===== src/rtl/core/cross_window_byte_and_core_defines.svh =====
// Assertion macros shared by the cross window AND core.
`ifndef CROSS_WINDOW_BYTE_AND_CORE_DEFINES_SVH
`define CROSS_WINDOW_BYTE_AND_CORE_DEFINES_SVH

// Same-cycle implication, checked outside reset.
`define CWBA_ASSERT_NOW(label, ante, cons, msg) \
   label: assert property (@(posedge clock) disable iff (reset) (ante) |-> (cons)) \
      else $error(msg);

// Next-cycle implication, checked outside reset.
`define CWBA_ASSERT_NEXT(label, ante, cons, msg) \
   label: assert property (@(posedge clock) disable iff (reset) (ante) |=> (cons)) \
      else $error(msg);

`endif


===== src/rtl/core/cwba_pkg.sv =====
// Types and constants shared by the cross window AND core.
`timescale 1ns / 1ps

package cwba_pkg;

   localparam int PIX_W      = 8;
   localparam int ROW_W      = 12;
   localparam int COL_W      = 10;
   localparam int FW_W       = 11;
   localparam int FH_W       = 13;
   localparam int RAD_W      = 2;
   localparam int CSR_ADDR_W = 2;
   localparam int CSR_DATA_W = 13;

   localparam logic [CSR_ADDR_W-1:0] CSR_FRAME_WIDTH  = 2'd0;
   localparam logic [CSR_ADDR_W-1:0] CSR_FRAME_HEIGHT = 2'd1;
   localparam logic [CSR_ADDR_W-1:0] CSR_RADIUS       = 2'd2;

   localparam int RESET_WIDTH  = 640;
   localparam int RESET_HEIGHT = 480;
   localparam int RESET_RADIUS = 1;

   localparam int FIFO_DEPTH = 4;
   localparam int FIFO_AW    = $clog2(FIFO_DEPTH);
   localparam int FIFO_CW    = $clog2(FIFO_DEPTH + 1);

   typedef struct packed {
      logic             emit;
      logic             interior;
      logic             done;
      logic [RAD_W-1:0] rad;
   } cwba_flags_type;

   typedef struct packed {
      logic             done;
      logic [COL_W-1:0] column;
      logic [ROW_W-1:0] row;
      logic [PIX_W-1:0] value;
   } cwba_rsp_type;

endpackage


===== src/rtl/core/cwba_ofifo.sv =====
// Small result queue that decouples the stage from the result channel.
`timescale 1ns / 1ps

module cwba_ofifo (
   input  logic                              clock,
   input  logic                              reset,
   input  logic                              push,
   input  cwba_pkg::cwba_rsp_type            push_data,
   output logic                              out_valid,
   input  logic                              out_ready,
   output cwba_pkg::cwba_rsp_type            out_data,
   output logic [cwba_pkg::FIFO_CW-1:0]      count
);
   import cwba_pkg::*;

   cwba_rsp_type         q_ff [FIFO_DEPTH];
   logic [FIFO_AW-1:0]   wr_ptr_ff, rd_ptr_ff;
   logic [FIFO_CW-1:0]   count_ff, count_in;
   logic                 pop;

   assign pop = out_valid && out_ready;

   always_comb begin
      count_in = count_ff;
      if (push && !pop) begin
         count_in = count_ff + FIFO_CW'(1);
      end else if (pop && !push) begin
         count_in = count_ff - FIFO_CW'(1);
      end
   end

   always_ff @(posedge clock) begin
      if (reset) begin
         wr_ptr_ff <= '0;
         rd_ptr_ff <= '0;
         count_ff  <= '0;
      end else begin
         count_ff <= count_in;
         if (push) begin
            wr_ptr_ff <= wr_ptr_ff + FIFO_AW'(1);
         end
         if (pop) begin
            rd_ptr_ff <= rd_ptr_ff + FIFO_AW'(1);
         end
      end
   end

   always_ff @(posedge clock) begin
      if (push) begin
         q_ff[wr_ptr_ff] <= push_data;
      end
   end

   assign out_valid = (count_ff != '0);
   assign out_data  = q_ff[rd_ptr_ff];
   assign count     = count_ff;

endmodule


===== config.mk =====
export PLATFORM = sky130hd
export DESIGN_NAME = cwba_ofifo
export DESIGN_NICKNAME = d
export VERILOG_FILES = /design/src/rtl/core/cross_window_byte_and_core_defines.svh /design/src/rtl/core/cwba_pkg.sv /design/src/rtl/core/cwba_ofifo.sv
export SDC_FILE = /design/constraint.sdc
export NUM_CORES = 1
export LEC_CHECK = 0
export BUFFER_PORTS_ARGS = -buffer_cell sky130_fd_sc_hd__buf_2
export CAP_MARGIN = 20
export CORE_AREA = 2 2 136 111
export DETAILED_ROUTE_END_ITERATION = 10
export DIE_AREA = 0 0 138 113
export PLACE_DENSITY = 0.59
export SLEW_MARGIN = 20
export SYNTH_ARGS = -nofsm -noshare
export SYNTH_HDL_FRONTEND = slang
export SYNTH_SLANG_ARGS = --single-unit

===== constraint.sdc =====
create_clock -name clock -period 2.06 [get_ports clock]
set_input_delay 0.206 -clock clock [delete_from_list [all_inputs] [get_ports clock]]
set_output_delay 0.206 -clock clock [all_outputs]
set_load 0.03 [all_outputs]

; Yosys cells after proc, flatten, opt, wreduce, memory -nomap -nowiden
; Memory sizes are Yosys's and may differ from the RTL's. A register that Yosys moved wholly into a read port is not among the register bits.
; Index checks and enable logic that the tools add are counted.
[op_classes]
n_mux = 6
reduce_logical = 7
n_addsub = 4
[op_table]
columns = op, count
row1 = 3-bit two-way mux, 2
row2 = "2-bit by 1-bit adder with 2-bit output, second input constant", 2
row3 = 2-bit two-way mux, 2
row4 = "3-bit by 1-bit adder with 3-bit output, second input constant", 1
row5 = 1-bit logical AND, 3
row6 = 3-bit nonzero test, 1
row7 = "3-bit by 1-bit subtractor with 3-bit output, second input constant", 1
row8 = 1-bit logical NOT, 2
row9 = 1-bit two-way mux, 2
row10 = 2-bit nonzero test, 1
[word_totals]
mem_count = 1
out_inout_bits = 35
ramBits = 124
regBits = 7
[memory_table]
columns = name, depth, width, read_ports, rd_clocked_by_memory_dff, write_ports, line_no
row1 = q_ff, 4, 31, 1, 1, 1, cwba_ofifo.sv:16  ; cwba_rsp_type q_ff [FIFO_DEPTH];

; Longest topological paths before layout
[depth]
word_depth = 5
ltp_mapped = 7
ltp_nobuf = 7

; Worst setup path before layout
; No wires, ideal clock.
[synth_timing]
path_type = reg-to-reg
from = register count_ff[1] (netlist: count[1])
to = register count_ff[2] (netlist: count[2])
period_less_slack_ns = 2.063
arrival_time_ns = 1.993
path_slack_ns = -0.003
required_ns = 1.990
path_stages_with_launch = 8
path_cell_list = dfxtp_1 -> o31ai_2 -> ha_1 -> inv_1 -> fa_1 -> xor2_1 -> or3_1 -> a21oi_1
[synth_between]
elab_chain_cells = 5
word_cells_on_any_way = 10
cone_classes = add/sub (2) / mux (2) / reduce/logical (6)
[synth_lines]
columns = item, line_no
row1 = start: declaration, cwba_ofifo.sv:18  ; logic [FIFO_CW-1:0] count_ff, count_in;
row2 = start signal: assignment, cwba_ofifo.sv:38  ; count_ff <= count_in;
row3 = "parallel branches: the longest is 5 deep, another holds 3-bit by 1-bit subtractor with 3-bit output", --
; Parallel ways; which one is timed is not known. The select of a mux whose other input is x is not followed.
; A chain may end at the register's enable or synchronous reset.

; Worst setup path in the final report
[layout_timing]
from = register count_ff[0] (netlist: count[0])
to = register count_ff[2] (netlist: count[2])
; Same word-level chain as after synthesis.

==> metrics <==
status=complete, no violations; via count=between 2000 and 2500; Synth Flop Type=edfxtp_1; total power=8.23 mW; GRT overflow=0; Post-synth EDFFs=approximately 120; worst path arrival time=2.30 ns; Wirelength per Cell=17.8 um; CP startpoint kind=flip-flop; Critical Path Fanout Max=2; post-synthesis cell area=between 4000 and 5000 um2; full die area=15600 um2; Syn-to-layout area delta=27.3%; hpwl dp=between 5000 and 6000 um; Worst Hold Class=input port to flip-flop; first-pass GRT wire length=approximately 14000 um; share of layout cells above drive strength 1=0.467; setup violators final=0; commonest non-fill, non-tap cells in the layout=edfxtp_1, buf_2, mux4_2, clkbuf_16, dlygate4sd3_1; Mapped Nets=245; Worst-Skew Late Latency=0.42 ns; CTS tree=built; die height=113 um; Worst Path Required=about 2.4 ns; DIE WIDTH=138 um; Core ar.=14200 um2; fmax=509 MHz; Initial Util=0.347; Post-Syn Instances=204; # rows=39; Slew headroom=0.394; # IOs=70; fraction of synthesis flops using an asynchronous set or reset pin=0; GP Congestion=0.696; max-cap violations=0; synth unique cells=20; clk sinks=133; FF-to-FF path depth=7; Max IR drop VDD=846 uV; Leakage=2.17 nW; Hold Fails Final Rpt=0; Syn Area/Cell=between 20 and 25 um2; Crit. End Element=flip-flop; GRT Total Usage=0.123; crit path kind=flip-flop to flip-flop; Final nets=between 300 and 400; Port-buffer cells=69; commonest non-fill, non-tap cell in the layout=edfxtp_1; Seq cells post-synth=around 130; Final ANT Viol Nets=0; worst hold path depth=1; DRC viols=0; sequential-to-total area share from yosys stat=0.795; vias in the first global route=2515; Clk Tree Root Cell=clkbuf_16; Clock Skew=about 0.012 ns; pre-CTS setup slack=-0.0221 ns; PD cells=1320 nW/um2; Setup WS post-layout=0.0963 ns; Final Cycle Share=0.953; antenna violations before repair=0; largest net degree at the start of global routing=32; drt first pass iters=6; yosys warns=0; Clock Pin Slew Worst Setup and Hold Paths=0.05 ns; final wirelength=about 9000 um; RSZ-0062 raised after global routing=false; Num CTS Buffers=17; Tmin final=1.96 ns; Antenna Cells=0; fillers=around 1200; DR iter-0 viols=141; clk buf depth=2; CTS H-Tree Depth=4; Worst-Margin Slew=0.909 ns; max-slew violations=0; Vias/cell=4.69
## routing by layer
metal,track usage,vias up,share of wire
met5,0,-,0
met4,0.0490,0,0.0078
met3,0.0461,6,0.053
met2,0.193,58,0.49
met1,0.158,1233,0.45
li1,-,1060,-
## worst max-delay path, stage by stage, from the launching register on
cell and delay (ns):
dfxtp_1 0.33, o31ai_4 0.30, ha_2 0.23, inv_1 0.05, fa_1 0.37, xor2_1 0.17
or3_1 0.31, a21oi_1 0.14
## synthesized netlist by cell type (2+ instances only)
master / count / area, um2
inv_1: 3 / 11.3
dfxtp_1: 9 / 180
mux2i_1: 2 / 20.0
or3_1: 2 / 12.5
xor2_1: 4 / 35.0
ha_1: 5 / 62.6
buf_6: 3 / 33.8
and2_1: 4 / 25.0
mux4_2: 30 / 676
buf_2: 3 / 15.0
edfxtp_1: 124 / 3720
nor2_1: 7 / 26.3
## cell families after synthesis
| group | count (synthesis) | share of synthesized area |
|---|---|---|
| compound gates | 4 | 0.00637 |
| xor+xnor | 5 | 0.00892 |
| fa+ha+maj | 6 | 0.0168 |
| buf+inv | 10 | 0.0130 |
| flops | 133 | 0.795 |
| mux | 33 | 0.147 |
| simple gates | 13 | 0.0130 |
## registers in the layout (all words and copies together), names as in the netlist, named ones only
name,count
wr_ptr_ff,2
count,3
rd_ptr_ff,2
q_ff,124
## path summary, 6_finish.rpt
path / startpoint / slack (ns) / end
worst max-delay path: count[0] / 0.1 / count[2]
worst min-delay path: push_data[16] / 0.01 / q_ff[1][16]
worst max register to register: count[0] / 0.1 / count[2]
worst min register to register: count[2] / 0.53 / count[2]
## layout make-up
| cell class | count | area (um2) | share of cell area |
|---|---|---|---|
| Clock inverter | 14 | 160 | 0.0256 |
| Inverter | 3 | 11.3 | 0.00180 |
| Multi-Input combinational cell | 61 | 960 | 0.153 |
| Timing Repair Buffer | 90 | 553 | 0.0885 |
| Tap cell | 184 | 230 | 0.0368 |
| Clock buffer | 18 | 429 | 0.0686 |
| Sequential cell | 133 | 3910 | 0.625 |
## stage by stage
| stage | util | cell area (um2) | std cells | TNS, ns | hold slack, ns |
|---|---|---|---|---|---|
| floorplan | - | 4910 | 204 | 0 | 0.305 |
| global placement | 0.391 | 5530 | 459 | 0 | 0.420 |
| detailed placement | 0.391 | 5530 | 459 | -0.0221 | 0.424 |
| CTS | 0.440 | 6220 | 500 | 0 | 0.00101 |
| global route | 0.442 | 6250 | 503 | 0 | 0.00323 |
| finish | 0.442 | 6250 | 503 | 0 | 0.0133 |
## power by group
| part | leakage (nW) | internal [mW] | switching, mW |
|---|---|---|---|
| clock | 0.277 | 1.89 | 1.09 |
| combinational | 0.674 | 0.835 | 1.19 |
| sequential | 1.21 | 3.14 | 0.0852 |
## what timing repair did
item / CTS / global route
setup buffers: 0 / 2
setup endpoints to repair: 1 / 1
gates resized for setup: 1 / 3
endpoints found under the hold margin: 33 / 2
pin swaps: 0 / 2
hold buffers: 9 / 1
(Power assumes the default switching activity.)
