`src/rtl/core/cross_window_byte_and_core_defines.svh`:
```
// Assertion macros shared by the cross window AND core.
`ifndef CROSS_WINDOW_BYTE_AND_CORE_DEFINES_SVH
`define CROSS_WINDOW_BYTE_AND_CORE_DEFINES_SVH

// Same-cycle implication, checked outside reset.
`define CWBA_ASSERT_NOW(label, ante, cons, msg) \
   label: assert property (@(posedge clock) disable iff (reset) (ante) |-> (cons)) \
      else $error(msg);

// Next-cycle implication, checked outside reset.
`define CWBA_ASSERT_NEXT(label, ante, cons, msg) \
   label: assert property (@(posedge clock) disable iff (reset) (ante) |=> (cons)) \
      else $error(msg);

`endif

```
`src/rtl/core/cwba_pkg.sv`:
```
// Types and constants shared by the cross window AND core.
`timescale 1ns / 1ps

package cwba_pkg;

   localparam int PIX_W      = 8;
   localparam int ROW_W      = 12;
   localparam int COL_W      = 10;
   localparam int FW_W       = 11;
   localparam int FH_W       = 13;
   localparam int RAD_W      = 2;
   localparam int CSR_ADDR_W = 2;
   localparam int CSR_DATA_W = 13;

   localparam logic [CSR_ADDR_W-1:0] CSR_FRAME_WIDTH  = 2'd0;
   localparam logic [CSR_ADDR_W-1:0] CSR_FRAME_HEIGHT = 2'd1;
   localparam logic [CSR_ADDR_W-1:0] CSR_RADIUS       = 2'd2;

   localparam int RESET_WIDTH  = 640;
   localparam int RESET_HEIGHT = 480;
   localparam int RESET_RADIUS = 1;

   localparam int FIFO_DEPTH = 4;
   localparam int FIFO_AW    = $clog2(FIFO_DEPTH);
   localparam int FIFO_CW    = $clog2(FIFO_DEPTH + 1);

   typedef struct packed {
      logic             emit;
      logic             interior;
      logic             done;
      logic [RAD_W-1:0] rad;
   } cwba_flags_type;

   typedef struct packed {
      logic             done;
      logic [COL_W-1:0] column;
      logic [ROW_W-1:0] row;
      logic [PIX_W-1:0] value;
   } cwba_rsp_type;

endpackage

```
`src/rtl/core/cwba_pos.sv`:
```
// Settings registers, raster position tracking and store read issue.
`timescale 1ns / 1ps

module cwba_pos #(
   parameter int MAX_WIDTH  = 1024,
   parameter int MAX_HEIGHT = 4096,
   parameter int MAX_RADIUS = 3
) (
   input  logic                                clock,
   input  logic                                reset,
   input  logic                                csr_we,
   input  logic [cwba_pkg::CSR_ADDR_W-1:0]     csr_addr,
   input  logic [cwba_pkg::CSR_DATA_W-1:0]     csr_wdata,
   input  logic                                acc,
   input  logic [cwba_pkg::PIX_W-1:0]          pixel,
   input  logic                                frame_start,
   output logic [$clog2(MAX_WIDTH)-1:0]        rd1_addr,
   output logic [$clog2(MAX_WIDTH)-1:0]        rd2_addr,
   output logic                                s1_valid,
   output logic [cwba_pkg::PIX_W-1:0]          s1_pix,
   output logic [$clog2(MAX_WIDTH)-1:0]        s1_x,
   output logic [$clog2(2*MAX_RADIUS)-1:0]     s1_slot_y,
   output logic [$clog2(2*MAX_RADIUS)-1:0]     s1_slot_c,
   output logic [cwba_pkg::ROW_W-1:0]          s1_row,
   output logic [cwba_pkg::COL_W-1:0]          s1_col,
   output cwba_pkg::cwba_flags_type            s1_flags
);
   import cwba_pkg::*;

   localparam int XW    = $clog2(MAX_WIDTH);
   localparam int WW    = $clog2(MAX_WIDTH + 1);
   localparam int YW    = $clog2(MAX_HEIGHT);
   localparam int HW    = $clog2(MAX_HEIGHT + 1);
   localparam int NSLOT = 2 * MAX_RADIUS;
   localparam int SW    = $clog2(NSLOT);

   localparam logic [WW-1:0] W_RESET =
      WW'((RESET_WIDTH > MAX_WIDTH) ? MAX_WIDTH : RESET_WIDTH);
   localparam logic [HW-1:0] H_RESET =
      HW'((RESET_HEIGHT > MAX_HEIGHT) ? MAX_HEIGHT : RESET_HEIGHT);
   localparam logic [RAD_W-1:0] R_RESET =
      RAD_W'((RESET_RADIUS > MAX_RADIUS) ? MAX_RADIUS : RESET_RADIUS);

   logic [WW-1:0]    w_ff;
   logic [HW-1:0]    h_ff;
   logic [RAD_W-1:0] r_ff;
   logic [XW-1:0]    x_ff, x_in, cur_x;
   logic [YW-1:0]    y_ff, y_in, cur_y, cur_c;
   logic [SW-1:0]    slot_ff, slot_in, cur_slot, cur_slot_c;

   logic [FW_W-1:0]  fw;
   logic [FH_W-1:0]  fh;
   logic [RAD_W-1:0] fr;
   logic [WW-1:0]    w_clamp;
   logic [HW-1:0]    h_clamp;
   logic [RAD_W-1:0] r_clamp;

   logic [WW-1:0]    x_inc;
   logic [HW-1:0]    y_inc;
   logic             row_restart;

   logic                 s1_valid_ff;
   logic [PIX_W-1:0]     s1_pix_ff;
   logic [XW-1:0]        s1_x_ff;
   logic [SW-1:0]        s1_slot_y_ff, s1_slot_c_ff;
   logic [ROW_W-1:0]     s1_row_ff;
   logic [COL_W-1:0]     s1_col_ff;
   cwba_flags_type       s1_flags_ff, flags;

   // clamp register values on the way in
   always_comb begin
      fw = csr_wdata[FW_W-1:0];
      fh = csr_wdata[FH_W-1:0];
      fr = csr_wdata[RAD_W-1:0];
      if (fw == '0) begin
         w_clamp = WW'(1);
      end else if (32'(fw) > MAX_WIDTH) begin
         w_clamp = WW'(MAX_WIDTH);
      end else begin
         w_clamp = WW'(fw);
      end
      if (fh == '0) begin
         h_clamp = HW'(1);
      end else if (32'(fh) > MAX_HEIGHT) begin
         h_clamp = HW'(MAX_HEIGHT);
      end else begin
         h_clamp = HW'(fh);
      end
      if (32'(fr) > MAX_RADIUS) begin
         r_clamp = RAD_W'(MAX_RADIUS);
      end else begin
         r_clamp = fr;
      end
   end

   // position of the arriving pixel and the one after it
   always_comb begin
      row_restart = frame_start || (32'(y_ff) >= 32'(h_ff));
      cur_y    = row_restart ? '0 : y_ff;
      cur_slot = row_restart ? '0 : slot_ff;
      cur_x    = (frame_start || (32'(x_ff) >= 32'(w_ff))) ? '0 : x_ff;

      x_inc   = WW'(cur_x) + WW'(1);
      y_inc   = HW'(cur_y) + HW'(1);
      x_in    = XW'(x_inc);
      y_in    = cur_y;
      slot_in = cur_slot;
      if (x_inc >= w_ff) begin
         x_in = '0;
         if (y_inc >= h_ff) begin
            y_in    = '0;
            slot_in = '0;
         end else begin
            y_in    = YW'(y_inc);
            slot_in = (32'(cur_slot) == NSLOT - 1) ? '0 : cur_slot + SW'(1);
         end
      end

      cur_c = cur_y - YW'(r_ff);
      if (32'(cur_slot) >= 32'(r_ff)) begin
         cur_slot_c = cur_slot - SW'(r_ff);
      end else begin
         cur_slot_c = SW'((SW+3)'(cur_slot) + (SW+3)'(NSLOT) - (SW+3)'(r_ff));
      end

      flags.rad      = r_ff;
      flags.emit     = 32'(cur_y) >= 32'(r_ff);
      flags.interior = (32'(cur_y) >= 32'({r_ff, 1'b0})) &&
                       (32'(cur_x) >= 32'(r_ff)) &&
                       ((32'(cur_x) + 32'(r_ff)) < 32'(w_ff));
      flags.done     = (HW'(cur_y) == h_ff - HW'(1)) && (WW'(cur_x) == w_ff - WW'(1));
   end

   always_ff @(posedge clock) begin
      if (reset) begin
         w_ff        <= W_RESET;
         h_ff        <= H_RESET;
         r_ff        <= R_RESET;
         x_ff        <= '0;
         y_ff        <= '0;
         slot_ff     <= '0;
         s1_valid_ff <= 1'b0;
      end else begin
         s1_valid_ff <= acc;
         if (csr_we) begin
            case (csr_addr)
               CSR_FRAME_WIDTH: begin
                  w_ff <= w_clamp;
               end
               CSR_FRAME_HEIGHT: begin
                  h_ff <= h_clamp;
               end
               CSR_RADIUS: begin
                  r_ff <= r_clamp;
               end
               default: begin
               end
            endcase
            // any write sends the position back to the frame origin
            x_ff    <= '0;
            y_ff    <= '0;
            slot_ff <= '0;
         end else if (acc) begin
            x_ff    <= x_in;
            y_ff    <= y_in;
            slot_ff <= slot_in;
         end
      end
   end

   always_ff @(posedge clock) begin
      if (acc) begin
         s1_pix_ff    <= pixel;
         s1_x_ff      <= cur_x;
         s1_slot_y_ff <= cur_slot;
         s1_slot_c_ff <= cur_slot_c;
         s1_row_ff    <= ROW_W'(cur_c);
         s1_col_ff    <= COL_W'(cur_x);
         s1_flags_ff  <= flags;
      end
   end

   assign rd1_addr  = cur_x;
   assign rd2_addr  = cur_x + XW'(r_ff);
   assign s1_valid  = s1_valid_ff;
   assign s1_pix    = s1_pix_ff;
   assign s1_x      = s1_x_ff;
   assign s1_slot_y = s1_slot_y_ff;
   assign s1_slot_c = s1_slot_c_ff;
   assign s1_row    = s1_row_ff;
   assign s1_col    = s1_col_ff;
   assign s1_flags  = s1_flags_ff;

endmodule

```
`config.mk`:
```
export PLATFORM = sky130hd
export DESIGN_NAME = cwba_pos
export DESIGN_NICKNAME = d
export VERILOG_FILES = /design/src/rtl/core/cross_window_byte_and_core_defines.svh /design/src/rtl/core/cwba_pkg.sv /design/src/rtl/core/cwba_pos.sv
export SDC_FILE = /design/constraint.sdc
export NUM_CORES = 1
export LEC_CHECK = 0
export BUFFER_PORTS_ARGS = -buffer_cell sky130_fd_sc_hd__buf_2
export CAP_MARGIN = 30
export CELL_PAD_IN_SITES_DETAIL_PLACEMENT = 1
export CELL_PAD_IN_SITES_GLOBAL_PLACEMENT = 2
export CORE_UTILIZATION = 29
export DETAILED_ROUTE_END_ITERATION = 10
export PLACE_DENSITY = 0.7
export SKIP_LAST_GASP = 1
export SLEW_MARGIN = 10
export SYNTH_ARGS = -nofsm -noshare
export SYNTH_HDL_FRONTEND = slang
export SYNTH_SLANG_ARGS = --single-unit
```
`constraint.sdc`:
```
create_clock -name clock -period 6.32 [get_ports clock]
set_input_delay 1.58 -clock clock [delete_from_list [all_inputs] [get_ports clock]]
set_output_delay 1.58 -clock clock [all_outputs]
set_load 0.02 [all_outputs]
```
# Word level (Yosys, flattened, before mapping)
# Index checks and enable logic that the tools add are counted.
op_classes:
  add_sub_neg: 11
  order_cmp: 11
  eq_ne: 5
  muxes: 14
  n_reduce_logical: 12
ops:
  columns: ["op", "count"]
  rows:
  - ["12-bit 2-to-1 mux", 3]
  - ["13-bit 2-to-1 mux", 2]
  - ["11-bit 2-to-1 mux", 2]
  - ["10-bit 2-to-1 mux", 2]
  - ["3-bit 2-to-1 mux", 5]
  - ["12-bit by 1-bit adder with 13-bit output (second input constant)", 1]
  - ["12-bit by 13-bit equality test with 1-bit output", 1]
  - ["12-bit by 13-bit >= comparator with 1-bit output", 1]
  - ["13-bit >= comparator", 1]
  - ["13-bit > comparator (second input constant)", 1]
  - ["13-bit zero test", 1]
  - ["13-bit by 1-bit subtractor with 13-bit output (second input constant)", 1]
  - ["12-bit by 2-bit >= comparator with 1-bit output", 1]
  - ["12-bit by 3-bit >= comparator with 1-bit output", 1]
  - ["12-bit by 2-bit subtractor with 12-bit output", 1]
  - ["10-bit by 1-bit adder with 11-bit output (second input constant)", 1]
  - ["10-bit by 2-bit adder with 11-bit output", 1]
  - ["10-bit by 11-bit equality test with 1-bit output", 1]
  - ["10-bit by 11-bit >= comparator with 1-bit output", 1]
  - ["11-bit >= comparator", 1]
  - ["11-bit > comparator (second input constant)", 1]
  - ["11-bit zero test", 1]
  - ["11-bit < comparator", 1]
  - ["11-bit by 1-bit subtractor with 11-bit output (second input constant)", 1]
  - ["14 further kinds", 20]
totals:
  ff_bits: 93
  input_bits: 28
  output_inout_bits: 72
  word_cells: 69

# Logic depth before layout (Yosys ltp)
depth:
  ltp_word: 7
  ltp_mapped: 26
  mapped_depth_nobuf: 23

# Least setup slack after synthesis
# No wires, ideal clock.
synth_timing:
  kind: "input to register"
  startpoint: "in frame_start"
  endpoint: "reg slot_ff[2]"
  setup_time_ns: 0.074
  arrival_time_ns: 5.193
  required_ns: 6.246
  setup_slack_ns: 1.052
  path_stages: 22
  n_path_buf: 2
  cell_sequence: "inv_1 > o221a_2 > o31a_1 > buf_2 > buf_1 > nand2_1 > inv_1 > ha_1 > nand3_1 > inv_1 > nand3_1 > or2_2 > a21oi_1 > ha_1 > a21oi_1 > o21ai_0 > a21oi_1 > o21ai_0 > a21oi_2 > nand3_1 > or4_1 > o21ai_0"
synth_via:
  elab_chain_cells: 6
  elab_cells_between_ends: 14
  classes_between: "add/sub (3); order compare (2); eq/ne (1); mux (6); reduce/logical (2)"
synth_lines:
  columns: ["item", "line", "rtl"]
  rows:
  - ["start, declared", "cwba_pos.sv:16", "input logic frame_start,"]
  - ["1-bit logical OR", "cwba_pos.sv:98", "row_restart = frame_start || (32'(y_ff) >= 32'(h_ff));"]
  - ["12-bit 2-to-1 mux or 3-bit 2-to-1 mux (tied branches)", "cwba_pos.sv:99, cwba_pos.sv:100", null]
  - ["12-bit by 1-bit adder with 13-bit output, or another cell as far along", "cwba_pos.sv:104", "y_inc = HW'(cur_y) + HW'(1);"]
  - ["13-bit >= comparator or 3-bit 2-to-1 mux (tied branches)", "cwba_pos.sv:110, cwba_pos.sv:115", null]
  - ["3-bit 2-to-1 mux", "cwba_pos.sv:110", "if (y_inc >= h_ff) begin"]
  - ["3-bit 2-to-1 mux *", "cwba_pos.sv:108", "if (x_inc >= w_ff) begin"]
  - ["end signal, assigned", "cwba_pos.sv:166", "slot_ff <= slot_in;"]
  - ["end, declared", "cwba_pos.sv:49", "logic [SW-1:0] slot_ff, slot_in, cur_slot, cur_slot_c;"]
# Mark *: on every way between the ends. The rest lies on a longest branch, timed or not.
# A chain may end at the register's enable or synchronous reset.

# Worst setup path after layout
layout_timing:
  startpoint: "reg w_ff[5]"
  endpoint: "out rd2_addr[8]"
layout_via:
  elab_chain_cells: 4
layout_lines:
  columns: ["item", "line", "rtl"]
  rows:
  - ["start, declared", "cwba_pos.sv:44", "logic [WW-1:0] w_ff;"]
  - ["start signal, assigned", "cwba_pos.sv:148", "w_ff <= w_clamp;"]
  - ["10-bit by 11-bit >= comparator with 1-bit output", "cwba_pos.sv:101", "cur_x = (frame_start || (32'(x_ff) >= 32'(w_ff))) ? '0 : x_ff;"]
  - ["1-bit logical OR", "cwba_pos.sv:101", null]
  - ["10-bit 2-to-1 mux", "cwba_pos.sv:101", null]
  - ["10-bit by 2-bit adder with 10-bit output", "cwba_pos.sv:184", "assign rd2_addr = cur_x + XW'(r_ff);"]
  - ["end, declared", "cwba_pos.sv:18", "output logic [$clog2(MAX_WIDTH)-1:0] rd2_addr,"]
# Every way passes these cells.

==> results.yml <==
run_status:
  status: "complete, no violations"
clock_network:
  clk-insertion-delay-late_ns: 0.35
  clk_pin_slew_ns: 0.07
  cts_tree: "yes"
  cts_hold_buf: 0
  cts_buffers: 9
  ctsHtreeMaxLevel: 3
  post_cts_buffers: 0
  cts_buffer_depth: 2
  cts_sinks: 93
  cts-root-buf: "clkbuf_16"
  cts_resized: 0
synth:
  synth.top_cell.area_share_pct: 17.91
  netlist_instances: 777
  ys_seq_area_share_pct: 33.05
  synthMuxAreaShare_pct: 0.8735
  ys.flop_type: "dfxtp_1"
  synthTopCellsByArea: "edfxtp_1, dfxtp_1, ha_1"
  async_flop_share_pct: 0
  ys_warn_count: 0
  synth-edff-count: 41
  synth-simple-area-share_pct: 21.26
  synth-compound-area-share_pct: 16.40
  synth_cell_types: 73
  yosysTopAreaCell: "edfxtp_1"
  syn_avg_cell_area_um2: 8.849
  synthAdderAreaFrac_pct: 14.16
  synthXorXnorAreaFrac_pct: 7.662
  synth_area_um2: 6875
  synth_top_family_by_area: "simple AND/OR/NAND/NOR gates"
  synth.ff_latch_count: 93
  synth_nets: 881
global_route:
  overflow: 0
  grt_first_pass_wirelength_um: 33660
  grt_max_degree: 39
  antenna_found_initial: 0
  grt_pass1_vias: 5813
  track_usage_pct: 18.35
layout:
  nets: 954
  drive_gt1_share_pct: 19.30
  final_common_cell: "buf_2"
  diodes: 0
  area_delta_synth_final_pct: 15.20
  final_cell_mix: "buf_2, ha_1, nor2_1, a21oi_1, nand2_1"
critical_path:
  worstPathArrival_ns: 4.04
  ff2ff_path_depth: 24
  crit_path_end_kind: "output pin"
  crit_type: "reg2out"
  crit_path_end: "rd2_addr[8]"
  worstPathRequired_ns: 4.74
  startpoint_type: "flip-flop"
  critPathLaunch: "w_ff[5]"
  regToRegSetupSlack_ns: 0.98
  r2r-start: "h_ff[2]"
  rr_endpoint: "slot_ff[2]"
  worstPathMaxFanout: 8
floorplanning:
  die_y_um: 156.0
  start_util_pct: 30.00
  ioPinCount: 100
  num_rows: 55
  core_area_um2: 22920
  die_w_um: 156.0
  die_area_um2: 24330
drt:
  ant_nets: 0
  drt_pass1_iterations: 4
  vias_per_cell: 5.027
  vias: 5872
  drcViolationCount: 0
  routed_wl_um: 21580
  wl_per_cell_um: 18.48
  drtIter0Drc: 234
sta:
  finalMaxSlewViolations: 0
  grt_setup_unrepaired: "false"
  setup_viol: 0
  fmax_ghz: 0.1780
  min_period_ns: 5.616
  fin_skew_ns: 0.009254
  period_share_pct: 88.87
  hold_viol_final: 0
  relSlewSlack_pct: 44.44
  finalSetupTns_ns: 0
  setup_slack_ns: 0.7036
  worstMarginPinSlew_ns: 0.8304
power:
  p_leak_nw: 3.300
  power_mw: 1.455
  cellPowerDensity_nw_per_um2: 183.7
  ir_worst_vdd_mv: 0.09051
place:
  place_ws_ns: 0.6172
  port_buffers: 99
  place.detailed.hpwl_um: 16710
  place_congestion: 0.7905
job:
  drv_cap: 0
hold_path:
  hold_class: "reg2reg"
## Yosys cell counts, types with 6 or more instances
cell type	instances
buf_2	6
buf_4	11
dfxtp_1	52
nor3b_1	9
mux2i_1	6
or3_1	7
nand3b_1	6
clkbuf_1	29
a21o_1	8
nand4_1	17
nor3_1	12
nand2b_1	14
xnor2_1	40
a21oi_1	60
edfxtp_1	41
nor2b_1	6
o21ai_0	35
nand2_1	57
a31oi_1	6
and3_1	11
xor2_1	12
a22oi_1	9
nand3_1	31
ha_1	73
nor2_1	66
a211oi_1	7
inv_1	53
## sequential cells by signal, indices dropped and copies added, names as in the netlist
name	count
s1_col	10
s1_row	12
s1_slot_y	3
h_ff	13
r_ff	2
slot_ff	3
s1_valid	1
s1_flags	5
w_ff	11
s1_slot_c	3
s1_pix	8
y_ff	12
x_ff	10
## kinds of logic (layout without fill, tap and decap cells)
family,Yosys count,after routing
multiplexers,6,6
AND/OR/NAND/NOR,270,270
AO/OA/AOI/OAI,172,172
adder cells (fa/ha/maj),76,76
XOR/XNOR,56,56
buffers and inverters,104,182
flip-flops,93,93
## through the flow
step / area [um^2] / utilization, % / std cells / hold slack (ns)
floorplan: 6875 / - / 777 / 0.4528
global placement: 7605 / 33.19 / 1152 / 0.4747
detailed placement: 7605 / 33.19 / 1152 / 0.4893
CTS: 7920 / 34.56 / 1168 / 0.5095
global route: 7920 / 34.56 / 1168 / 0.5377
finish: 7920 / 34.56 / 1168 / 0.5062
## final cells by class
class                      instances  area (um^2)
tap                              313        391.6
clock inverter                     6        86.33
timing repair buffer             111        585.6
clock buffer                      10        229.0
fill                            2761        15000
multi-input combinational        580         4149
inverter                          55        206.4
sequential                        93         2272
## worst min-delay path by stage
stage	from	cells after the start	end	slack, ns
after CTS	slot_ff[1]	2	slot_ff[1]	0.51
final	slot_ff[1]	2	slot_ff[1]	0.51
after detailed placement	slot_ff[2]	2	slot_ff[2]	0.49
after floorplan	slot_ff[2]	2	slot_ff[2]	0.45
after global placement	w_ff[8]	2	w_ff[8]	0.47
after global routing	slot_ff[1]	2	slot_ff[1]	0.54
## metal layers
metal	wire length (um)	GRT usage, %	share of wire [%]
met1	11030	26.33	51
met2	9659	29.02	45
met3	640	1.861	3.0
met4	255	4.995	1.2
met5	0	0	0
## power breakdown
part	total [mW]	internal (mW)	leakage, nW	switching [mW]
Sequential	0.661	0.648	0.799	0.0128
Combinational	0.186	0.0660	2.36	0.120
Clock	0.608	0.347	0.145	0.261
## critical path, stage by stage, from the launching register on
cell	delay, ns
dfxtp_1	0.48
inv_1	0.16
ha_1	0.33
a211oi_1	0.21
o21a_1	0.17
o31ai_2	0.08
a21oi_2	0.40
nand2_1	0.18
inv_1	0.19
ha_1	0.20
inv_1	0.05
fa_1	0.42
nand3b_1	0.25
nor2_1	0.16
xnor2_1	0.07
nor2_1	0.14
buf_2	0.19
(Power assumes the default switching activity.)
