[config.mk]
export PLATFORM = sky130hd
export DESIGN_NAME = cwba_window
export DESIGN_NICKNAME = d
export VERILOG_FILES = /design/src/rtl/core/cross_window_byte_and_core_defines.svh /design/src/rtl/core/cwba_pkg.sv /design/src/rtl/core/cwba_window.sv
export SDC_FILE = /design/constraint.sdc
export NUM_CORES = 1
export LEC_CHECK = 0
export BUFFER_PORTS_ARGS = -buffer_cell sky130_fd_sc_hd__buf_2
export CORE_MARGIN = 3
export CORE_UTILIZATION = 40
export DETAILED_ROUTE_END_ITERATION = 7
export PLACE_DENSITY = 0.77
export SLEW_MARGIN = 15
export SYNTH_ARGS = -nofsm -noshare
export SYNTH_HDL_FRONTEND = slang
export SYNTH_SLANG_ARGS = --single-unit
export TNS_END_PERCENT = 10
[constraint.sdc]
create_clock -name clock -period 4.6 [get_ports clock]
set_input_delay 0.69 -clock clock [delete_from_list [all_inputs] [get_ports clock]]
set_output_delay 0.69 -clock clock [all_outputs]
set_load 0.05 [all_outputs]
[src/rtl/core/cross_window_byte_and_core_defines.svh]
// Assertion macros shared by the cross window AND core.
`ifndef CROSS_WINDOW_BYTE_AND_CORE_DEFINES_SVH
`define CROSS_WINDOW_BYTE_AND_CORE_DEFINES_SVH

// Same-cycle implication, checked outside reset.
`define CWBA_ASSERT_NOW(label, ante, cons, msg) \
   label: assert property (@(posedge clock) disable iff (reset) (ante) |-> (cons)) \
      else $error(msg);

// Next-cycle implication, checked outside reset.
`define CWBA_ASSERT_NEXT(label, ante, cons, msg) \
   label: assert property (@(posedge clock) disable iff (reset) (ante) |=> (cons)) \
      else $error(msg);

`endif

[src/rtl/core/cwba_pkg.sv]
// Types and constants shared by the cross window AND core.
`timescale 1ns / 1ps

package cwba_pkg;

   localparam int PIX_W      = 8;
   localparam int ROW_W      = 12;
   localparam int COL_W      = 10;
   localparam int FW_W       = 11;
   localparam int FH_W       = 13;
   localparam int RAD_W      = 2;
   localparam int CSR_ADDR_W = 2;
   localparam int CSR_DATA_W = 13;

   localparam logic [CSR_ADDR_W-1:0] CSR_FRAME_WIDTH  = 2'd0;
   localparam logic [CSR_ADDR_W-1:0] CSR_FRAME_HEIGHT = 2'd1;
   localparam logic [CSR_ADDR_W-1:0] CSR_RADIUS       = 2'd2;

   localparam int RESET_WIDTH  = 640;
   localparam int RESET_HEIGHT = 480;
   localparam int RESET_RADIUS = 1;

   localparam int FIFO_DEPTH = 4;
   localparam int FIFO_AW    = $clog2(FIFO_DEPTH);
   localparam int FIFO_CW    = $clog2(FIFO_DEPTH + 1);

   typedef struct packed {
      logic             emit;
      logic             interior;
      logic             done;
      logic [RAD_W-1:0] rad;
   } cwba_flags_type;

   typedef struct packed {
      logic             done;
      logic [COL_W-1:0] column;
      logic [ROW_W-1:0] row;
      logic [PIX_W-1:0] value;
   } cwba_rsp_type;

endpackage

[src/rtl/core/cwba_window.sv]
// Read-modify-write stage: merges the new pixel into its column word and ANDs the cross.
`timescale 1ns / 1ps

module cwba_window #(
   parameter int MAX_WIDTH  = 1024,
   parameter int MAX_RADIUS = 3
) (
   input  logic                                    clock,
   input  logic                                    reset,
   input  logic                                    acc,
   input  logic [$clog2(MAX_WIDTH)-1:0]            rd1_addr,
   input  logic                                    s1_valid,
   input  logic [cwba_pkg::PIX_W-1:0]              s1_pix,
   input  logic [$clog2(MAX_WIDTH)-1:0]            s1_x,
   input  logic [$clog2(2*MAX_RADIUS)-1:0]         s1_slot_y,
   input  logic [$clog2(2*MAX_RADIUS)-1:0]         s1_slot_c,
   input  logic [cwba_pkg::ROW_W-1:0]              s1_row,
   input  logic [cwba_pkg::COL_W-1:0]              s1_col,
   input  cwba_pkg::cwba_flags_type                s1_flags,
   input  logic [2*MAX_RADIUS*cwba_pkg::PIX_W-1:0] rd1_data,
   input  logic [2*MAX_RADIUS*cwba_pkg::PIX_W-1:0] rd2_data,
   output logic                                    wr_en,
   output logic [$clog2(MAX_WIDTH)-1:0]            wr_addr,
   output logic [2*MAX_RADIUS*cwba_pkg::PIX_W-1:0] wr_data,
   output logic                                    push,
   output cwba_pkg::cwba_rsp_type                  push_data
);
   import cwba_pkg::*;

   localparam int NSLOT  = 2 * MAX_RADIUS;
   localparam int WORD_W = NSLOT * PIX_W;

   logic              fwd_hit_ff;
   logic [WORD_W-1:0] fwd_word_ff;
   logic [PIX_W-1:0]  hl_ff [MAX_RADIUS];
   logic [PIX_W-1:0]  hr_ff [MAX_RADIUS];

   logic [WORD_W-1:0] word, merged;
   logic [PIX_W-1:0]  center_c, ahead_c, vert, left_arm, right_arm, value;

   always_comb begin
      int gap;
      gap = 0;
      // take the word just written back when the same column is read again at once
      word   = fwd_hit_ff ? fwd_word_ff : rd1_data;
      merged = word;
      merged[s1_slot_y*PIX_W +: PIX_W] = s1_pix;

      center_c = word[s1_slot_c*PIX_W +: PIX_W];
      ahead_c  = rd2_data[s1_slot_c*PIX_W +: PIX_W];

      // vertical arm: the 2r most recent rows at this column
      vert = s1_pix;
      for (int s = 0; s < NSLOT; s++) begin
         if (int'(s1_slot_y) > s) begin
            gap = int'(s1_slot_y) - s;
         end else begin
            gap = int'(s1_slot_y) + NSLOT - s;
         end
         if (gap <= 2 * int'(s1_flags.rad)) begin
            vert = vert & word[s*PIX_W +: PIX_W];
         end
      end

      left_arm = '1;
      for (int k = 0; k < MAX_RADIUS; k++) begin
         if (k < int'(s1_flags.rad)) begin
            left_arm = left_arm & hl_ff[k];
         end
      end

      right_arm = ahead_c;
      for (int k = 0; k < MAX_RADIUS; k++) begin
         if (k + 1 < int'(s1_flags.rad)) begin
            right_arm = right_arm & hr_ff[k];
         end
      end

      if (s1_flags.rad == '0) begin
         value = s1_pix;
      end else if (s1_flags.interior) begin
         value = vert & left_arm & right_arm;
      end else begin
         value = '0;
      end
   end

   always_ff @(posedge clock) begin
      if (reset) begin
         fwd_hit_ff <= 1'b0;
      end else begin
         fwd_hit_ff <= s1_valid && acc && (rd1_addr == s1_x);
      end
   end

   // advance the horizontal lines of the centre row once per pixel
   always_ff @(posedge clock) begin
      fwd_word_ff <= merged;
      if (s1_valid) begin
         hl_ff[0] <= center_c;
         hr_ff[0] <= ahead_c;
         for (int k = 1; k < MAX_RADIUS; k++) begin
            hl_ff[k] <= hl_ff[k-1];
            hr_ff[k] <= hr_ff[k-1];
         end
      end
   end

   assign wr_en   = s1_valid;
   assign wr_addr = s1_x;
   assign wr_data = merged;

   assign push             = s1_valid && s1_flags.emit;
   assign push_data.done   = s1_flags.done;
   assign push_data.column = s1_col;
   assign push_data.row    = s1_row;
   assign push_data.value  = value;

endmodule

After elaboration in Yosys (flattened, before gate mapping)
Memory sizes are Yosys's and may differ from the RTL's. Index checks and enable logic that the tools add are counted.

Output and inout port bits: 91. Bits in writable memories: 48. Latch bits: 0. ROM bits: 0. Input bits: 161. Memories kept: 2. Word-level logic and storage cells: 75. Flip-flop bits (word level): 49.

Memory list: hl_ff (words 3, width 8, rd ports 3, clocked after Yosys merged registers in 0, write ports 3, line cwba_window.sv:35) `logic [PIX_W-1:0] hl_ff [MAX_RADIUS];`; hr_ff (words 3, width 8, rd ports 2, clocked after Yosys merged registers in 0, write ports 3, line cwba_window.sv:36) `logic [PIX_W-1:0] hr_ff [MAX_RADIUS];`.

$add $sub $neg: 12. Bitwise operators: 12. Divide/modulo/power cells: 0. $mul: 0. Reduce and logical (&&, ||, !) cells: 4. Shifts and indexed selects: 4. Magnitude comparators: 15. Muxes and demuxes: 23. Equality and inequality tests: 1.

Operators with widths (number): $le A32 B4 Y1 (6); $mux W32 (5); $mux W8 (13); $and A8 B8 Y8 (12); $shiftx A48 B7 Y8 (2); $sub A32 B3 Y32 const B (2); $bwmux W48 (1); $mux W48 (1); $shift A8 B34 Y48 const A (1); $shiftx A8 B34 Y48 (1); $neg A6 Y34 (1); $sub A32 B2 Y32 const B (1); $sub A32 B4 Y32 const B (1); $eq A10 B10 Y1 (1); $sub A3 B2 Y4 const B (2); $sub A3 B3 Y4 const B (2); $gt A3 B1 Y1 const B (2); $gt A3 B2 Y1 const B (2); $gt A3 B3 Y1 const B (2); $sub A4 B3 Y5 const B (1); $add A3 B3 Y4 const B (1); $lt A1 B2 Y1 const A (2); $mux W4 (1); $sub A3 B1 Y4 const B (1); other kinds (4) (7).

Logic depth before layout (Yosys ltp)
Gate-level depths: netlist of run 1.

Depth after elaboration: 18. Mapped depth: 14. Gate-level depth less buffers: 13.

Least setup slack after synthesis of run 1
No wires, ideal clock.

Path type: input port to output port. Start point: input s1_slot_y[0]. End point: output push_data[1] (netlist name). Stages on the path: 13. Buffers on the path: 1. Arrival time: 3.902 ns. Slack: 0.008 ns. Required time: 3.910 ns. Cells stage by stage: buf_4 > inv_1 > ha_1 > inv_1 > ha_1 > nand2_1 > mux2_2 > ha_1 > a21oi_1 > a31oi_1 > o21ai_1 > a22o_1 > o31ai_1.

RTL lines: from (decl) (line cwba_window.sv:15) `input logic [$clog2(2*MAX_RADIUS)-1:0] s1_slot_y,`; to (decl) (line cwba_window.sv:26) `output cwba_pkg::cwba_rsp_type push_data`.

==> metrics.csv, run 1 <==
stage;metric;value;unit
logic_synthesis;Net Count, Synth;811;
timing;RSZ-0062 raised after global routing;false;
die;die area;16800;µm²
clocking;CTS buffer count;9;
cells_and_area;share of cells above drive strength 1;0.354;
pwr;Pwr Total;2.27;mW
routing;router iterations before antenna repair;5;
logic_synthesis;Mapped Area;6100;µm²
global_routing;initial antenna violation count;1;
clocking;clk sinks;89;
timing;Slew HR;0.409;
pwr;Power Density;311;nW/µm²
job;Max Cap Viol;0;
timing;Slew Viols, Final;0;
clocking;CTS tree;built;
clocking;CTS root buf;clkbuf_16;
die;row cnt;44;
timing;final setup vio count;0;
timing;upper clock frequency limit;228;MHz
routing;Antenna Nets Post-Route;0;
routing;drt total wl;18500;µm
place;# port buffers;205;
logic_synthesis;synthesized instance count;619;
timing;Final Hold Fails;0;
timing;fin crit share;0.955;
worst_setup_path;slowest CP cell;ha_1;
routing;Avg WL per Cell;19.2;µm
clocking;clk_lat worst skew;350;ps
die;die height;130;µm
logic_synthesis;Synth Warn #;0;
logic_synthesis;Yosys reg bits;89;
cells_and_area;FILL cells;1420;
worst_setup_path;CP peak stage delay;410;ps
routing;Initial DRC Count;471;
outcome;status;complete, no violations;
worst_setup_path;Critical Path End Type;primary output;
global_routing;grt total ovfl;0;
clocking;CTS H-tree depth;3;
clocking;maximum root-to-sink buffer count;2;
pwr;P_leak;3.15;nW
place;Routability Congestion;0.898;
logic_synthesis;Netlist cell types;60;
global_routing;global-route wire length before repair;27800;µm
routing;via count;5452;
cells_and_area;Net count, final;969;
pwr;Worst VDD drop;0.000217;V
worst_hold_path;hold crit path type;reg -> reg;
die;Starting Density;0.414;
logic_synthesis;number of synthesized flops with an enable pin;40;
global_routing;largest net degree at the start of global routing;42;
logic_synthesis;sequential share of the synthesized area;0.358;
global_routing;GRT Overall Usage;0.216;
worst_setup_path;crit start category;input pin;
logic_synthesis;asr flop ratio synth;0;
clocking;clock-pin transition on the worst setup and hold timing paths;60;ps
die;CORE AREA;14800;µm²
clocking;CTS hold repair buffers;0;
cells_and_area;most frequent cells in the layout;buf_2 (204), mux2i_1 (78), a21oi_1 (73);
die;# IOs;252;
timing;Final Critical Period;4390;ps
global_routing;vias in the first global route;5116;
cells_and_area;commonest non-fill, non-tap cell in the layout;buf_2;
routing;DRC;0;
timing;Worst Clk Skew;7.08;ps
timing;Setup TNS;0;ps
worst_setup_path;Max FO, Critical Path;10;
worst_setup_path;worst path cell trace;buf_2 -> inv_1 -> ha_1 -> xnor2_1 -> o21ai_0 -> ha_1 -> a32o_1 -> o2bb2ai_2 -> o22ai_1 -> a2111oi_2 -> a22o_1 -> buf_2;
worst_setup_path;Worst Path Class, Setup;in -> out;
worst_setup_path;worst path arrival time;3700;ps
logic_synthesis;Avg Inst Size Synth;9.86;µm²
cells_and_area;Area Growth Syn to Fin;19.5;%
cells_and_area;Antenna diodes;0;
timing;Worst-Margin Slew;887;ps
clocking;Post-CTS Setup Bufs;0;
place;DP HPWL;14600;µm
worst_setup_path;critical path required time;3910;ps
routing;vias per cell;5.64;
logic_synthesis;Synth Flop Type;dfxtp_1;
die;Die X;130;µm
-- report_power, final --
part	leakage, nW	internal [mW]	switching (mW)
clock	0.130	0.366	0.307
combinational	2.21	0.224	0.444
sequential	0.804	0.901	0.0231
-- routing by layer --
layer  global-route usage  part of all wire  vias up
met5                    0           0.00065        -
met4               0.0685             0.019        2
met3               0.0425             0.082       31
met2                0.340              0.47      266
met1                0.300              0.43     2577
li1                     -                 -     2576
-- critical path: cells and delay by family --
| kind | cells | cell delay [ps] |
|---|---|---|
| AO/OA/AOI/OAI | 6 | 1580 |
| XOR/XNOR | 1 | 190 |
| adder cells (fa/ha/maj) | 2 | 680 |
| buffers and inverters | 3 | 560 |
-- cell type report --
type | count | area [µm²] | share of cell area
clock buffers | 11 | 233 | 0.0319
clock inverters | 5 | 32.5 | 0.00446
inverters | 19 | 73.8 | 0.0101
multi-input cells | 437 | 3380 | 0.463
flip-flops and latches | 89 | 2180 | 0.299
well taps | 184 | 230 | 0.0316
repair buffers | 221 | 1160 | 0.159
-- synthesized netlist by cell type (all sizes together) (2+ instances only) --
cell type	count	share of area
mux2i	78	0.13
a21oi	75	0.063
buf	60	0.068
dfxtp	49	0.16
nand2	42	0.026
edfxtp	40	0.20
ha	31	0.064
o21ai	25	0.022
nor2	24	0.015
inv	19	0.012
nand3	19	0.016
o22ai	17	0.017
clkbuf	14	0.0092
mux2	14	0.026
xor2	11	0.016
mux4	10	0.037
nor2b	10	0.010
xnor2	7	0.010
nand2b	6	0.0074
nor3	6	0.0057
a2111oi	5	0.010
a22o	5	0.0072
o2111ai	5	0.0072
o22a	5	0.0072
nor3b	4	0.0066
a22oi	3	0.0037
a32o	3	0.0049
and2	3	0.0031
nand4	3	0.0031
nor4	3	0.0031
a211oi	2	0.0025
a221o	2	0.0033
a222oi	2	0.0033
and4b	2	0.0033
o21bai	2	0.0025
or2	2	0.0021
-- timing repair --
action                                  CTS  global route
hold endpoints to repair                  0             0
endpoints found under the setup margin    0             2
resized for setup                         0             2
-- logic make-up after synthesis --
group	synth area share
compound gates	0.169
xor+xnor	0.0258
fa+ha+maj	0.0636
buf+inv	0.0892
flops	0.358
mux	0.191
simple gates	0.104
-- state kept, by name, indices dropped and copies added (netlist names) --
signal       flops
hl_ff           24
fwd_hit_ff       1
hr_ff           16
fwd_word_ff     48
-- through the flow --
stage          hold WS [ps]  utilization  cell area (µm²)  setup WS, ps  cells
2_1_floorplan           426            -             6100          7.87    619
3_3_place_gp            430        0.476             7020           303    950
3_5_place_dp            435        0.476             7020           264    950
4_1_cts                 449        0.494             7290           251    966
5_1_grt                 454        0.494             7290          8.53    966
6_report                447        0.494             7290           207    966
-- final timing paths --
path / slack, ps / cells after the start / from / to
max: 210 / 12 / s1_slot_y[1] / push_data[2]
min: 450 / 0 / hl_ff[0][13]$_DFFE_PP_ / hl_ff[0][21]$_DFFE_PP_
max reg2reg: 2230 / 5 / fwd_hit_ff$_SDFF_PP0_ / hl_ff[0][7]$_DFFE_PP_
min reg2reg: 450 / 0 / hl_ff[0][13]$_DFFE_PP_ / hl_ff[0][21]$_DFFE_PP_
Note: power is estimated with default switching activity, not from simulation.
==> run 2, diff against run 1 <==
--- a/config.mk
+++ b/config.mk
@@ -8,8 +8,10 @@
 export BUFFER_PORTS_ARGS = -buffer_cell sky130_fd_sc_hd__buf_2
 export CORE_MARGIN = 3
 export CORE_UTILIZATION = 40
+export CTS_BUF_LIST = sky130_fd_sc_hd__clkbuf_4
 export DETAILED_ROUTE_END_ITERATION = 7
 export PLACE_DENSITY = 0.77
+export RECOVER_POWER = 100
 export SLEW_MARGIN = 15
 export SYNTH_ARGS = -nofsm -noshare
 export SYNTH_HDL_FRONTEND = slang
==> constraint.sdc (replaced) <==
create_clock -name clock -period 5.6 [get_ports clock]
set_input_delay 0.84 -clock clock [delete_from_list [all_inputs] [get_ports clock]]
set_output_delay 0.84 -clock clock [all_outputs]
set_load 0.05 [all_outputs]
==> run 2 against run 1 <==
  * The run now ends with max-capacitance violations, max-slew violations left
  * First-iteration DRC count shrank 28%
  * Critical path type unchanged
  * Register-to-register slack gained 1000 ps
  * Combinational power shrank 20%
  * Non-clock buffer count shrank 9
  * Critical path depth grew 2
  * Highest routed layer is now met4
  * Utilization shrank 2.1 points
==> metrics.csv, run 2 (synthesis results as in run 1) <==
stage;metric;value;unit;change
pwr;Logic pwr share;0.322;;was 0.295
pwr;Worst VDD drop;0.000145;V;was 0.000217 V
global_routing;met2 Resource Use GR;0.354;;was 0.340
die;Starting Density;0.414;;unchanged
clocking;clk sinks;89;;unchanged
routing;DRC;0;;unchanged
worst_setup_path;crit start category;input pin;;unchanged
timing;Slew HR;-0.589;;was 0.409
timing;upper clock frequency limit;193;MHz;
global_routing;M1 GR Usage;0.279;;was 0.300
worst_setup_path;Reg2Reg Depth;4;;was 5
place;Inst Count DP;941;;was 950
worst_setup_path;Max FO, Critical Path;11;;was 10
place;DP HPWL;14600;µm;about the same
global_routing;grt total ovfl;0;;unchanged
outcome;status;finished with violations;;was complete, no violations
routing;Initial DRC Count;338;;was 471
cells_and_area;Layout Cells excl Fill;957;;was 966
timing;fin crit share;0.927;;
cells_and_area;registers with the most flip-flops;fwd_word_ff: 48 flops, hl_ff: 24 flops, hr_ff: 16 flops;;unchanged
timing;Worst Clk Skew;13.2;ps;was 7.08 ps
global_routing;GRT Overall Usage;0.212;;was 0.216
clocking;CTS root buf;clkbuf_4;;was clkbuf_16
cells_and_area;cell area after layout;6980;µm²;was 7290 µm²
worst_setup_path;CP peak stage delay;490;ps;was 410 ps
timing;Slew Viols, Final;84;;was 0
pwr;P_leak;2.86;nW;was 3.15 nW
routing;Antenna Nets Post-Route;0;;unchanged
die;row cnt;44;;unchanged
cells_and_area;commonest non-fill, non-tap cell in the layout;buf_2;;unchanged
worst_setup_path;worst path arrival time;4350;ps;was 3700 ps
worst_hold_path;WHS Endpoint;hl_ff[0][8]$_DFFE_PP_;;was hl_ff[0][21]$_DFFE_PP_
cells_and_area;final core utilization;0.473;;was 0.494
clocking;clk_lat worst skew;470;ps;was 350 ps
global_routing;gr busiest metal;met2;;unchanged
timing;final setup margin;411;ps;was 207 ps
clocking;CTS tree;built;;unchanged
worst_hold_path;hold crit path type;reg -> reg;;unchanged
die;die height;130;µm;unchanged
routing;vias per cell;5.66;;was 5.64
routing;router iterations before antenna repair;5;;unchanged
worst_setup_path;critical path required time;4760;ps;was 3910 ps
clocking;CTS H-tree depth;3;;unchanged
clocking;CTS-repair resized insts;0;;unchanged
place;# port buffers;205;;unchanged
global_routing;largest net degree at the start of global routing;44;;was 42
cells_and_area;share of cells above drive strength 1;0.255;;was 0.354
worst_setup_path;Largest delay share family, worst path;compound AO/OA/AOI/OAI gates;;unchanged
global_routing;initial antenna violation count;0;;was 1
pwr;Net Switching;0.611;mW;was 0.774 mW
clocking;maximum root-to-sink buffer count;2;;unchanged
timing;Final Critical Period;5190;ps;
cells_and_area;Largest register FFs;48;;unchanged
clocking;clock-pin transition on the worst setup and hold timing paths;140;ps;was 60 ps
place;pre-CTS setup slack;693;ps;was 264 ps
timing;Final Hold Fails;0;;unchanged
worst_setup_path;worst path cell trace;buf_2 -> inv_1 -> ha_1 -> nor2b_1 -> nand2b_4 -> and2_1 -> ha_1 -> nor2b_1 -> o22ai_1 -> a32oi_2 -> o22ai_1 -> a2111oi_2 -> a22o_1 -> clkbuf_1;;was buf_2 -> inv_1 -> ha_1 -> xnor2_1 -> o21ai_0 -> ha_1 -> a32o_1 -> o2bb2ai_2 -> o22ai_1 -> a2111oi_2 -> a22o_1 -> buf_2
global_routing;routing usage on met3;0.0470;;was 0.0425
timing;RSZ-0062 raised after global routing;false;;unchanged
pwr;Clock Power Share;0.221;;was 0.297
clocking;CTS hold repair buffers;0;;unchanged
worst_setup_path;FF-to-FF Start;fwd_hit_ff$_SDFF_PP0_;;unchanged
routing;drt total wl;18600;µm;was 18500 µm
pwr;Pwr Total;1.66;mW;was 2.27 mW
place;Post-DP Area;6940;µm²;was 7020 µm²
cells_and_area;Antenna diodes;0;;unchanged
place;Routability Congestion;0.885;;was 0.898
worst_setup_path;reg2reg setup slack;3270;ps;was 2230 ps
timing;final setup vio count;0;;unchanged
worst_setup_path;Critical Path End Type;primary output;;unchanged
cells_and_area;Area Growth Syn to Fin;14.4;%;was 19.5%
job;Max Cap Viol;3;;was 0
pwr;switching share of power;0.368;;was 0.342
timing;Min Hold Slack;463;ps;was 447 ps
pwr;Power Density;238;nW/µm²;was 311 nW/µm²
die;# IOs;252;;unchanged
worst_setup_path;slowest CP cell;clkbuf_1;;was ha_1
timing;Worst-Margin Slew;2380;ps;was 887 ps
worst_setup_path;Buf/Inv on CP;3;;unchanged
clocking;Post-CTS Setup Bufs;0;;unchanged
die;CORE AREA;14800;µm²;unchanged
pwr;internal power;1.05;mW;was 1.49 mW
cells_and_area;Net count, final;960;;was 969
global_routing;vias in the first global route;5103;;was 5116
global_routing;global-route wire length before repair;27500;µm;was 27800 µm
routing;via count;5417;;was 5452
clocking;CTS buffer count;9;;unchanged
pwr;Reg power frac;0.457;;was 0.408
routing;Avg WL per Cell;19.4;µm;was 19.2 µm
worst_setup_path;reg-to-reg endpoint;hl_ff[0][7]$_DFFE_PP_;;unchanged
cells_and_area;Most flops, register;fwd_word_ff;;unchanged
worst_hold_path;Hold Path Origin;hl_ff[0][0]$_DFFE_PP_;;was hl_ff[0][13]$_DFFE_PP_
die;Die X;130;µm;unchanged
worst_setup_path;Worst Path Class, Setup;in -> out;;unchanged
die;die area;16800;µm²;unchanged
outcome;failing checks;max-capacitance violations, max-slew violations;;
timing;Setup TNS;0;ps;unchanged
cells_and_area;most frequent cells in the layout;buf_2 (139), mux2i_1 (78), a21oi_1 (74);;was buf_2 (204), mux2i_1 (78), a21oi_1 (73)
worst_hold_path;hold depth;0;;unchanged
run 2: how the worst max path moves through the flow:
stage	cells after the start	startpoint	end
after floorplan	13	s1_slot_y[0]	push_data[1]
after global placement	13	s1_slot_y[1]	push_data[0]
after detailed placement	14	s1_slot_y[1]	push_data[2]
after CTS	14	s1_slot_y[1]	push_data[2]
after global routing	14	s1_slot_y[1]	push_data[2]
final	14	s1_slot_y[1]	push_data[2]
run 2: power by group through the flow:
stage	Clock, mW	Combinational [mW]	Sequential [mW]
floorplan	0	0.424	0.768
global placement	0	0.534	0.770
detailed placement	0	0.542	0.773
CTS	0.366	0.544	0.758
global route	0.395	0.576	0.765
finish	0.367	0.534	0.759
run 2: area by class of cell:
type / instances / area, µm²
fillers: 1448 / 7780
multi-input cells: 437 / 3360
flip-flops and latches: 89 / 2180
repair buffers: 212 / 997
well taps: 184 / 230
clock buffers: 10 / 75.1
inverters: 19 / 73.8
clock inverters: 6 / 58.8
run 2: metal layers:
layer,vias to the layer above,part of all wire
met5,-,0
met4,0,0.015
met3,29,0.087
met2,280,0.47
met1,2547,0.43
li1,2561,-
